$ cat src/sv/dpar_pkg.sv
// dpar_pkg: shared constants, codes and structs of the pixel area rebinning core
`default_nettype none
package dpar_pkg;

  localparam int GRID_W       = 1024;
  localparam int GRID_H       = 1024;
  localparam int SECTION_COLS = 185;
  localparam int SECTION_ROWS = 388;
  localparam int MAX_SPAN     = 4;

  localparam int CELLS   = GRID_W * GRID_H;
  localparam int ADDR_W  = $clog2(CELLS);
  localparam int CX_W    = $clog2(GRID_W);
  localparam int CY_W    = $clog2(GRID_H);
  localparam int IDX_W   = (CX_W > CY_W) ? CX_W : CY_W;
  localparam int SPAN_W  = $clog2(MAX_SPAN + 1);
  localparam int COL_W   = $clog2(SECTION_COLS + 1);
  localparam int ROW_W   = $clog2(SECTION_ROWS + 1);

  localparam int APB_ADDR_W = 5;
  localparam int PIX_W      = 32;
  localparam int CELL_IN_W  = 10;
  localparam int VAL_W      = 48;
  localparam int ROT_W      = 18;
  localparam int POS_W      = 32;
  localparam int STEP_W     = 24;
  localparam int DELTA_W    = 27;
  localparam int EXT_W      = 34;
  localparam int W_W        = 17;
  localparam int FIFO_DEPTH = 2;

  typedef enum logic [1:0] {
    CMD_ACC      = 2'd0,
    CMD_READ     = 2'd1,
    CMD_READ_CLR = 2'd2,
    CMD_NONE     = 2'd3
  } cmd_e;

  typedef logic [W_W-1:0] weight_t;

  typedef struct packed {
    cmd_e                          kind;
    logic signed [PIX_W-1:0]       value;
    logic [IDX_W-1:0]              x_first;
    logic [SPAN_W-1:0]             x_count;
    weight_t [MAX_SPAN-1:0]        x_w;
    logic [IDX_W-1:0]              y_first;
    logic [SPAN_W-1:0]             y_count;
    weight_t [MAX_SPAN-1:0]        y_w;
    logic                          clip;
    logic                          last;
  } job_t;

  typedef struct packed {
    logic signed [DELTA_W-1:0] dxx;
    logic signed [DELTA_W-1:0] dxy;
    logic signed [DELTA_W-1:0] ryx_s;
    logic signed [DELTA_W-1:0] ryy_s;
    logic signed [DELTA_W-1:0] ryx_l;
    logic signed [DELTA_W-1:0] ryy_l;
  } steps_t;

  typedef struct packed {
    logic signed [POS_W-1:0] x;
    logic signed [POS_W-1:0] y;
    logic                    restart;
  } origin_t;

endpackage
`default_nettype wire

$ cat src/sv/dpar_fifo.sv
// dpar_fifo: short job queue between front and back
`default_nettype none
module dpar_fifo (
  input  wire logic           clk_i,
  input  wire logic           rst_ni,
  input  wire logic           push_i,
  input  wire dpar_pkg::job_t data_i,
  output logic                full_o,
  input  wire logic           pop_i,
  output logic                empty_o,
  output dpar_pkg::job_t      data_o
);

  localparam int PTR_W = (dpar_pkg::FIFO_DEPTH > 1) ? $clog2(dpar_pkg::FIFO_DEPTH) : 1;
  localparam int CNT_W = $clog2(dpar_pkg::FIFO_DEPTH + 1);

  dpar_pkg::job_t     mem_q [dpar_pkg::FIFO_DEPTH];
  logic [PTR_W-1:0]   wr_q, rd_q;
  logic [CNT_W-1:0]   cnt_q;

  assign full_o  = cnt_q == CNT_W'(dpar_pkg::FIFO_DEPTH);
  assign empty_o = cnt_q == '0;
  assign data_o  = mem_q[rd_q];

  function automatic logic [PTR_W-1:0] bump(input logic [PTR_W-1:0] p);
    return (32'(p) == dpar_pkg::FIFO_DEPTH - 1) ? '0 : p + 1'b1;
  endfunction

  always_ff @(posedge clk_i or negedge rst_ni) begin
    if (!rst_ni) begin
      wr_q  <= '0;
      rd_q  <= '0;
      cnt_q <= '0;
    end else begin
      if (push_i) wr_q <= bump(wr_q);
      if (pop_i)  rd_q <= bump(rd_q);
      if (push_i && !pop_i)      cnt_q <= cnt_q + 1'b1;
      else if (!push_i && pop_i) cnt_q <= cnt_q - 1'b1;
    end
  end

  always_ff @(posedge clk_i) begin
    if (push_i) mem_q[wr_q] <= data_i;
  end

endmodule
`default_nettype wire

$ cat config.mk
export PLATFORM = sky130hd
export DESIGN_NAME = dpar_fifo
export DESIGN_NICKNAME = d
export VERILOG_FILES = /design/src/sv/dpar_pkg.sv /design/src/sv/dpar_fifo.sv
export SDC_FILE = /design/constraint.sdc
export NUM_CORES = 1
export LEC_CHECK = 0
export ABC_AREA = 1
export BUFFER_PORTS_ARGS = -buffer_cell sky130_fd_sc_hd__buf_2
export CELL_PAD_IN_SITES_DETAIL_PLACEMENT = 1
export CELL_PAD_IN_SITES_GLOBAL_PLACEMENT = 1
export CORE_MARGIN = 10
export CORE_UTILIZATION = 44
export DETAILED_ROUTE_END_ITERATION = 7
export PLACE_DENSITY_LB_ADDON = 0.08
export SYNTH_ARGS = -nofsm -noshare
export SYNTH_HDL_FRONTEND = slang
export SYNTH_SLANG_ARGS = --single-unit
$ cat constraint.sdc
create_clock -name clk_i -period 13.3 [get_ports clk_i]
set_input_delay 1.995 -clock clk_i [delete_from_list [all_inputs] [get_ports clk_i]]
set_output_delay 1.995 -clock clk_i [all_outputs]
set_load 0.05 [all_outputs]
==> impl_metrics.env <==
export IMPL_grt_usage_pct=16.7
export IMPL_reg2reg_slack_ns=10.08
export IMPL_crit_required_ns=11.31
export IMPL_ant_nets=0
export IMPL_seqPwrFrac_pct=36.2
export IMPL_dp_slack_ns=8.12
export IMPL_synth_area_leaders="edfxtp_1, mux2_4, mux2_2, buf_6, dfrtp_1"
export IMPL_outcome="completed"
export IMPL_combPwrFrac_pct=41.6
export IMPL_drtIter0Drc=342
export IMPL_worstPathMaxFanout=68
export IMPL_clockBufferDepth=3
export IMPL_ys_ff_latch=400
export IMPL_yosys_warnings=0
export IMPL_cts_tree="built"
export IMPL_io_pins=402
export IMPL_postCtsSetupRepairBufs=0
export IMPL_drive_gt1_share_pct=59.7
export IMPL_wl_mm=36.4
export IMPL_start_util_pct=44.5
export IMPL_clock_latency_ns=0.52
export IMPL_synth_top_area_share_pct=79.8
export IMPL_nNetsFinal=1275
export IMPL_min_to="cnt_q[1]"
export IMPL_post_drt_wl_per_cell_um=23.4
export IMPL_startpoint_type="flip-flop"
export IMPL_h_tree_depth=2
export IMPL_synth_most_common_cell="edfxtp_1"
export IMPL_drt_pass1_iter_count=6
export IMPL_arrival_ns=3.66
export IMPL_fin_setup_tns_ns=0
export IMPL_r2r_start="wr_q"
export IMPL_numPortBuffers=401
export IMPL_grt_max_degree=130
export IMPL_fp_dieArea_um2=41600
export IMPL_clock_fmax_ghz=0.177
export IMPL_finalCriticalPeriod_ns=5.65
export IMPL_p_clk_share_pct=22.1
export IMPL_cts_buffers=43
export IMPL_fp_row_count=67
export IMPL_syn_area_um2=14900
export IMPL_ys_types=14
export IMPL_cts_hold_buffers=0
export IMPL_final_hold_viol_count=0
export IMPL_syn2layout_area_growth_pct=24.9
export IMPL_gr_total_overflow=0
export IMPL_cts_sinks=400
export IMPL_grt_pass1_wl_mm=52.0
export IMPL_switchingPower_mw=1.96
export IMPL_min_path_type="flip-flop to flip-flop"
export IMPL_synth_top_area_cell="edfxtp_1"
export IMPL_fin_ws_ns=7.65
export IMPL_rsz0062_at_grt="no"
export IMPL_post_route_period_util_pct=42.5
export IMPL_synth_nets=844
export IMPL_ff2ff_path_depth=3
export IMPL_crit_type="flip-flop to output port"
export IMPL_root_buffer="clkbuf_16"
export IMPL_max_vdd_ir_drop_uv=153
export IMPL_intPower_mw=2.86
export IMPL_synthArstFlopShare_pct=1.00
export IMPL_regToRegEndpoint="mem_q[0][123]"
export IMPL_grt_pass1_vias=8187
export IMPL_cts_resized=0
export IMPL_syn_area_per_cell_um2=23.2
export IMPL_min_delay_start="cnt_q[1]"
export IMPL_coreArea_um2=33400
export IMPL_vias=7539
export IMPL_grt_antenna_before_repair=14
export IMPL_drv_cap=0
export IMPL_hold_depth=2
export IMPL_drc_errors=0
export IMPL_syn_inst=641
export IMPL_worst_slew_margin_rel_pct=31.2
export IMPL_leakagePower_nw=7.27
export IMPL_power_per_cell_area_nw_per_um2=259
export IMPL_cts_reportedPaths_clkPinSlew_ns=0.05
export IMPL_die_w_um=204
export IMPL_dpl_hpwl_mm=26.1
export IMPL_maxSlewViolCount=0
export IMPL_die_height_um=204
export IMPL_clock_skew_final_ns=0.0140
export IMPL_synth_seq_area_share_pct=80.5
export IMPL_gp_congestion=0.745
export IMPL_swShare_pct=40.6
export IMPL_finalSetupViolCount=0
export IMPL_synthTopCellsByCount="edfxtp_1, mux2_4, mux2_2"
export IMPL_critPathCaptureType="output port"
export IMPL_synth_edf_count=396
export IMPL_tightest_slew_ns=1.03
export IMPL_ys_flop_type="edfxtp_1"
export IMPL_avgViaCountPerCell=4.84
[cells by family after synthesis]
kind of cell	synth area share, %
DFF	80.5
muxes	17.5
buffers and inverters	1.50
and+or+nand+nor	0.277
xor gates and xnor gates	0.176
adders and majority gates	0.0840
[final cells by class]
class,instances,area [um2]
Fill cell,3088,14800
Sequential cell,400,12000
Multi-Input combinational cell,212,2690
Timing Repair Buffer,408,2060
Clock buffer,60,1180
Tap cell,448,561
Clock inverter,18,75.1
Inverter,7,33.8
Antenna cell,5,12.5
[registers in the layout (all words and copies together), names as in the netlist]
name and cells:
mem_q 396, cnt_q 2, rd_q 1, wr_q 1
[cell usage in the layout, fill, tap and decap left out, types with 2 or more instances in the layout]
cell       count
buf_2        401
buf_4          7
clkbuf_1      15
clkbuf_16     45
clkinv_1      12
clkinv_2       6
dfrtp_1        3
diode_2        5
edfxtp_1     396
inv_1          6
mux2_2        98
mux2_4       100
nand2_1        5
nor2_1         2
xor2_1         2
[layer usage]
layer	global-route usage, %	share of wire [%]	vias to the layer above	routed length (um)
li1	-	-	3425	-
met1	18.9	38	3782	13800
met2	28.5	51	254	18400
met3	7.58	9.7	60	3550
met4	3.94	1.4	18	510
met5	0	0.27	-	97
[worst max path at each step]
| stage | startpoint | end | slack [ns] |
|---|---|---|---|
| final | rd_q | data_o[12] | 7.65 |
| after global routing | rd_q | data_o[52] | 7.45 |
| after CTS | rd_q | data_o[52] | 7.55 |
| after detailed placement | rd_q | data_o[52] | 8.12 |
| after global placement | rd_q | data_o[52] | 8.13 |
| after floorplan | push_i | mem_q[0][0] | 2.23 |
[worst max-delay path, stage by stage (launching register included)]
cell	delay (ns)
dfrtp_4	0.61
buf_4	0.86
buf_4	0.90
mux2_2	0.42
buf_2	0.21
[power groups by stage]
stage	logic, mW	clock network, mW	registers, mW
CTS	2.04	1.10	1.75
floorplan	1.62	0	1.80
detailed placement	2.04	0	1.77
global route	2.10	1.15	1.77
global placement	2.03	0	1.76
finish	2.00	1.07	1.75
[metrics by stage]
step                      utilization (%)  area [um2]  cells  power (mW)  hold slack, ns
final                                55.6       18600   1558        4.82           0.528
after global routing                 55.6       18600   1554        5.01           0.569
after CTS                            55.6       18600   1553        4.89           0.538
after detailed placement             51.8       17300   1475        3.81           0.525
after global placement               51.8       17300   1475        3.79           0.488
after floorplan                         -       14900    641        3.43           0.463
Note: power is estimated with default switching activity, not from simulation.
