## config.mk

```make
export PLATFORM = sky130hd
export DESIGN_NAME = dpar_regs
export DESIGN_NICKNAME = d
export VERILOG_FILES = /design/src/sv/dpar_pkg.sv /design/src/sv/dpar_regs.sv
export SDC_FILE = /design/constraint.sdc
export NUM_CORES = 2
export LEC_CHECK = 0
export BUFFER_PORTS_ARGS = -buffer_cell sky130_fd_sc_hd__clkbuf_2
export CAP_MARGIN = 20
export CORE_MARGIN = 2
export CORE_UTILIZATION = 50
export CTS_CLUSTER_SIZE = 20
export DETAILED_ROUTE_END_ITERATION = 6
export PLACE_DENSITY = 0.68
export SYNTH_ARGS = -nofsm -noshare
export SYNTH_HDL_FRONTEND = slang
export SYNTH_SLANG_ARGS = --single-unit
```

## constraint.sdc

```tcl
create_clock -name clk_i -period 13.09 [get_ports clk_i]
set_input_delay 1.9635 -clock clk_i [delete_from_list [all_inputs] [get_ports clk_i]]
set_output_delay 1.9635 -clock clk_i [all_outputs]
set_load 0.01 [all_outputs]
```

## src/sv/dpar_pkg.sv

```systemverilog
// dpar_pkg: shared constants, codes and structs of the pixel area rebinning core
`default_nettype none
package dpar_pkg;

  localparam int GRID_W       = 1024;
  localparam int GRID_H       = 1024;
  localparam int SECTION_COLS = 185;
  localparam int SECTION_ROWS = 388;
  localparam int MAX_SPAN     = 4;

  localparam int CELLS   = GRID_W * GRID_H;
  localparam int ADDR_W  = $clog2(CELLS);
  localparam int CX_W    = $clog2(GRID_W);
  localparam int CY_W    = $clog2(GRID_H);
  localparam int IDX_W   = (CX_W > CY_W) ? CX_W : CY_W;
  localparam int SPAN_W  = $clog2(MAX_SPAN + 1);
  localparam int COL_W   = $clog2(SECTION_COLS + 1);
  localparam int ROW_W   = $clog2(SECTION_ROWS + 1);

  localparam int APB_ADDR_W = 5;
  localparam int PIX_W      = 32;
  localparam int CELL_IN_W  = 10;
  localparam int VAL_W      = 48;
  localparam int ROT_W      = 18;
  localparam int POS_W      = 32;
  localparam int STEP_W     = 24;
  localparam int DELTA_W    = 27;
  localparam int EXT_W      = 34;
  localparam int W_W        = 17;
  localparam int FIFO_DEPTH = 2;

  typedef enum logic [1:0] {
    CMD_ACC      = 2'd0,
    CMD_READ     = 2'd1,
    CMD_READ_CLR = 2'd2,
    CMD_NONE     = 2'd3
  } cmd_e;

  typedef logic [W_W-1:0] weight_t;

  typedef struct packed {
    cmd_e                          kind;
    logic signed [PIX_W-1:0]       value;
    logic [IDX_W-1:0]              x_first;
    logic [SPAN_W-1:0]             x_count;
    weight_t [MAX_SPAN-1:0]        x_w;
    logic [IDX_W-1:0]              y_first;
    logic [SPAN_W-1:0]             y_count;
    weight_t [MAX_SPAN-1:0]        y_w;
    logic                          clip;
    logic                          last;
  } job_t;

  typedef struct packed {
    logic signed [DELTA_W-1:0] dxx;
    logic signed [DELTA_W-1:0] dxy;
    logic signed [DELTA_W-1:0] ryx_s;
    logic signed [DELTA_W-1:0] ryy_s;
    logic signed [DELTA_W-1:0] ryx_l;
    logic signed [DELTA_W-1:0] ryy_l;
  } steps_t;

  typedef struct packed {
    logic signed [POS_W-1:0] x;
    logic signed [POS_W-1:0] y;
    logic                    restart;
  } origin_t;

endpackage
`default_nettype wire

```

## src/sv/dpar_regs.sv

```systemverilog
// dpar_regs: configuration registers and rotated step vectors
`default_nettype none
module dpar_regs (
  input  wire logic                           clk_i,
  input  wire logic                           rst_ni,
  input  wire logic                           psel,
  input  wire logic                           penable,
  input  wire logic                           pwrite,
  input  wire logic [dpar_pkg::APB_ADDR_W-1:0] paddr,
  input  wire logic [31:0]                    pwdata,
  output logic      [31:0]                    prdata,
  output dpar_pkg::steps_t                    steps_o,
  output dpar_pkg::origin_t                   origin_o
);

  typedef enum logic [2:0] {
    REG_ROT_COS    = 3'd0,
    REG_ROT_SIN    = 3'd1,
    REG_ORIGIN_X   = 3'd2,
    REG_ORIGIN_Y   = 3'd3,
    REG_STEP_SHORT = 3'd4,
    REG_STEP_LONG  = 3'd5
  } reg_e;

  logic signed [dpar_pkg::ROT_W-1:0]  rot_cos_q, rot_sin_q;
  logic signed [dpar_pkg::POS_W-1:0]  origin_x_q, origin_y_q;
  logic        [dpar_pkg::STEP_W-1:0] step_short_q, step_long_q;
  logic                               restart_q;
  dpar_pkg::steps_t                   steps_q;
  reg_e                               idx;
  logic                               wr;

  // (rot * step + 0.5) >>> 16
  function automatic logic signed [dpar_pkg::DELTA_W-1:0] rmul(
    input logic signed [dpar_pkg::ROT_W-1:0]  r,
    input logic        [dpar_pkg::STEP_W-1:0] s
  );
    logic signed [dpar_pkg::ROT_W+dpar_pkg::STEP_W:0] p;
    p = r * $signed({1'b0, s}) + 43'sd32768;
    return p[dpar_pkg::ROT_W+dpar_pkg::STEP_W:16];
  endfunction

  assign idx = reg_e'(paddr[dpar_pkg::APB_ADDR_W-1:2]);
  assign wr  = psel & penable & pwrite;

  always_ff @(posedge clk_i or negedge rst_ni) begin
    if (!rst_ni) begin
      rot_cos_q    <= 18'sd65536;
      rot_sin_q    <= '0;
      origin_x_q   <= '0;
      origin_y_q   <= '0;
      step_short_q <= 24'd65536;
      step_long_q  <= 24'd163840;
      restart_q    <= 1'b0;
    end else begin
      restart_q <= wr && (idx == REG_ORIGIN_X || idx == REG_ORIGIN_Y);
      if (wr) begin
        case (idx)
          REG_ROT_COS:    rot_cos_q    <= pwdata[dpar_pkg::ROT_W-1:0];
          REG_ROT_SIN:    rot_sin_q    <= pwdata[dpar_pkg::ROT_W-1:0];
          REG_ORIGIN_X:   origin_x_q   <= pwdata;
          REG_ORIGIN_Y:   origin_y_q   <= pwdata;
          REG_STEP_SHORT: step_short_q <= pwdata[dpar_pkg::STEP_W-1:0];
          REG_STEP_LONG:  step_long_q  <= pwdata[dpar_pkg::STEP_W-1:0];
          default: ;
        endcase
      end
    end
  end

  // step products, one multiplier each, registered
  always_ff @(posedge clk_i) begin
    steps_q.dxx   <= rmul(rot_cos_q, step_short_q);
    steps_q.dxy   <= rmul(rot_sin_q, step_short_q);
    steps_q.ryx_s <= -rmul(rot_sin_q, step_short_q);
    steps_q.ryy_s <= rmul(rot_cos_q, step_short_q);
    steps_q.ryx_l <= -rmul(rot_sin_q, step_long_q);
    steps_q.ryy_l <= rmul(rot_cos_q, step_long_q);
  end

  always_comb begin
    case (idx)
      REG_ROT_COS:    prdata = 32'(rot_cos_q);
      REG_ROT_SIN:    prdata = 32'(rot_sin_q);
      REG_ORIGIN_X:   prdata = origin_x_q;
      REG_ORIGIN_Y:   prdata = origin_y_q;
      REG_STEP_SHORT: prdata = {8'd0, step_short_q};
      REG_STEP_LONG:  prdata = {8'd0, step_long_q};
      default:        prdata = '0;
    endcase
  end

  assign steps_o          = steps_q;
  assign origin_o.x       = origin_x_q;
  assign origin_o.y       = origin_y_q;
  assign origin_o.restart = restart_q;

endmodule
`default_nettype wire

```

==> flow_summary.json <==
{
  "antenna_found_initial": 6,
  "syn_inst": 7207,
  "ant_nets": 0,
  "clk_pin_slew_ns": 0.06,
  "rsz0062_at_grt": "no",
  "finalHoldViolCount": 0,
  "hold_buffers": 0,
  "initial_core_util_pct": 50.2,
  "drive_gt1_share_pct": 9.33,
  "path_delay_family": "adder cells",
  "row_count": 133,
  "drc": 0,
  "fp.dieH_um": 367,
  "nNetsFinal": 9185,
  "vias_per_cell": 5.39,
  "finalSetupTns_ns": 0,
  "post_cts_buffers": 0,
  "synthFlopType": "dfrtp_1",
  "port_buffers": 298,
  "drt-total-wl_um": 172000,
  "numCtsBuffers": 37,
  "ff2ff_path_depth": 25,
  "hp-start": "step_short_q[1]",
  "die_w_um": 367,
  "cts-root-buf": "clkbuf_16",
  "status": "complete, no violations",
  "start_kind": "register",
  "synth_async_sr_flop_share_pct": 52.7,
  "first_pass_iters": 6,
  "area_growth_pct": 6.09,
  "cp_slowest_cell": "dfrtp_1",
  "wl_per_cell_um": 19.2,
  "fmax_ghz": 0.109,
  "synth-seq-area-share_pct": 9.76,
  "worst_slew_pin_slew_ns": 1.13,
  "crit_type": "reg -> reg",
  "hpwlAfterDp_um": 129000,
  "finClkSkew_ns": 0.0486,
  "cts-htree-levels": 2,
  "final_common_cell": "inv_1",
  "die-area_mm2": 0.134,
  "end_kind": "register",
  "r2r-start": "rot_sin_q[7]",
  "final.period_utilization_pct": 70.3,
  "gp_congestion": 0.882,
  "drt_iter0_drc": 3079,
  "final_cell_mix": "inv_1, fa_1, nand2_1",
  "worst_slew_margin_rel_pct": 24.5,
  "yosysWarnings": 0,
  "worst_path_largest_cell_delay_ns": 1.06,
  "via_count": 48400,
  "mappedNetlistArea_mm2": 0.0658,
  "grt_max_degree": 80,
  "grt-ovfl-total": 0,
  "crit_required_ns": 13.62,
  "grt_pass1_vias": 52300,
  "hold_path_depth": 1,
  "max_cap_violations": 0,
  "whs_endpoint": "step_short_q[1]",
  "crit_fanout": 28,
  "period_needed_ns": 9.20,
  "avgSynthCellArea_um2": 9.13,
  "syn-num-nets": 9211,
  "cts.sinks": 283,
  "synth-seq-cells": 283,
  "cts_tree": "built",
  "track_usage_pct": 26.6,
  "core_area_mm2": 0.131,
  "ctsResizeCount": 0,
  "grt_first_pass_wirelength_um": 282000,
  "path_buf_inv": 5,
  "hp-class": "reg -> reg",
  "synth-edff-count": 0,
  "clock_latency_ns": 0.64,
  "cp_common_cell": "fa_1",
  "num_io_pins": 301,
  "maxSlewViolCount": 0,
  "timing.rr.end": "steps_o[52]",
  "clockBufferDepth": 3,
  "ys_types": 100,
  "ff2ff_setup_slack_ns": 3.89,
  "critical_path_arrival_ns": 9.73,
  "setup_violations": 0
}
layout make-up:
type | instances | area (um2)
fillers | 11900 | 61200
multi-input cells | 4800 | 51300
flip-flops and latches | 283 | 6420
inverters | 1657 | 6220
repair buffers | 402 | 2340
well taps | 1755 | 2200
clock buffers | 52 | 1030
clock inverters | 16 | 203
diodes | 17 | 42.5
state kept, by name, indices dropped and copies added, names as in the netlist:
| register | flops |
|---|---|
| restart_q | 1 |
| rot_cos_q | 18 |
| step_long_q | 24 |
| origin_x_q | 32 |
| step_short_q | 24 |
| origin_y_q | 32 |
| rot_sin_q | 18 |
| steps_o | 134 |
metal layers:
metal,up-vias,share of wire [%],global-route usage [%]
li1,21200,-,-
met1,25000,40,34.3
met2,1896,48,43.6
met3,326,9.4,7.17
met4,2,3.0,8.27
met5,-,0.0052,0
worst reg2reg max path: cells and delay by family (launching register included):
family                     cells  cell delay [ns]
buffers and inverters          5             0.81
xor gates and xnor gates       2             0.37
DFF                            1             1.06
AOI/OAI and AO/OA              5             1.39
adders and majority gates      7             3.34
and+or+nand+nor                6             2.14
metrics by stage:
step           setup slack [ns]  cells  cell area [um2]  utilization (%)  hold WS (ns)
3_3_place_gp               4.13   8893            68400             52.2         0.490
4_1_cts                    3.98   8961            69600             53.2         0.511
3_5_place_dp               4.07   8893            68400             52.2         0.498
6_report                   3.89   8982            69800             53.3         0.508
5_1_grt                    3.50   8965            69700             53.2         0.517
2_1_floorplan              5.53   7207            65800                -         0.571
synth_stat cells (all sizes together), types with 12 or more instances:
| master | number | share of area (%) |
|---|---|---|
| mux2 | 149 | 2.6 |
| nand2 | 1133 | 6.5 |
| dfxtp | 134 | 4.1 |
| inv | 1657 | 9.5 |
| nand2b | 70 | 0.67 |
| o21a | 19 | 0.23 |
| nor2b | 55 | 0.52 |
| nor2 | 107 | 0.61 |
| and3 | 12 | 0.11 |
| a21oi | 92 | 0.71 |
| buf | 38 | 0.40 |
| o21ai | 53 | 0.43 |
| xor2 | 40 | 0.53 |
| a22oi | 67 | 0.76 |
| nand3 | 54 | 0.41 |
| and2 | 582 | 5.5 |
| or3 | 12 | 0.14 |
| ha | 554 | 11 |
| clkbuf | 429 | 2.5 |
| xnor2 | 92 | 1.2 |
| nor3 | 49 | 0.41 |
| nand4 | 20 | 0.19 |
| dfrtp | 145 | 5.5 |
| a21o | 57 | 0.66 |
| fa | 1408 | 43 |
worst max path at each step:
stage                          from           to  slack [ns]  cells after the start
finish                 rot_sin_q[7]  steps_o[52]        3.89                     25
global placement       rot_sin_q[7]  steps_o[52]        4.13                     24
floorplan           step_long_q[17]  steps_o[53]        5.53                     28
CTS                    rot_sin_q[5]  steps_o[52]        3.98                     24
detailed placement     rot_sin_q[5]  steps_o[53]        4.07                     24
global route           rot_sin_q[7]  steps_o[52]        3.50                     26
logic make-up (layout without fill, tap and decap cells):
family                     count (synthesis)  count (layout)  synth area share [%]
muxes                                    158             158                  2.69
and+or+nand+nor                         2153            2153                  15.8
buffers and inverters                   2124            2127                  12.3
other                                      0              17                     0
adders and majority gates               1962            1962                  53.4
AOI/OAI and AO/OA                        395             395                  4.24
DFF                                      283             283                  9.76
xor gates and xnor gates                 132             132                  1.78
Power is not shown: default switching activity piles up to over one toggle a cycle in this logic, so the estimate is an artifact.
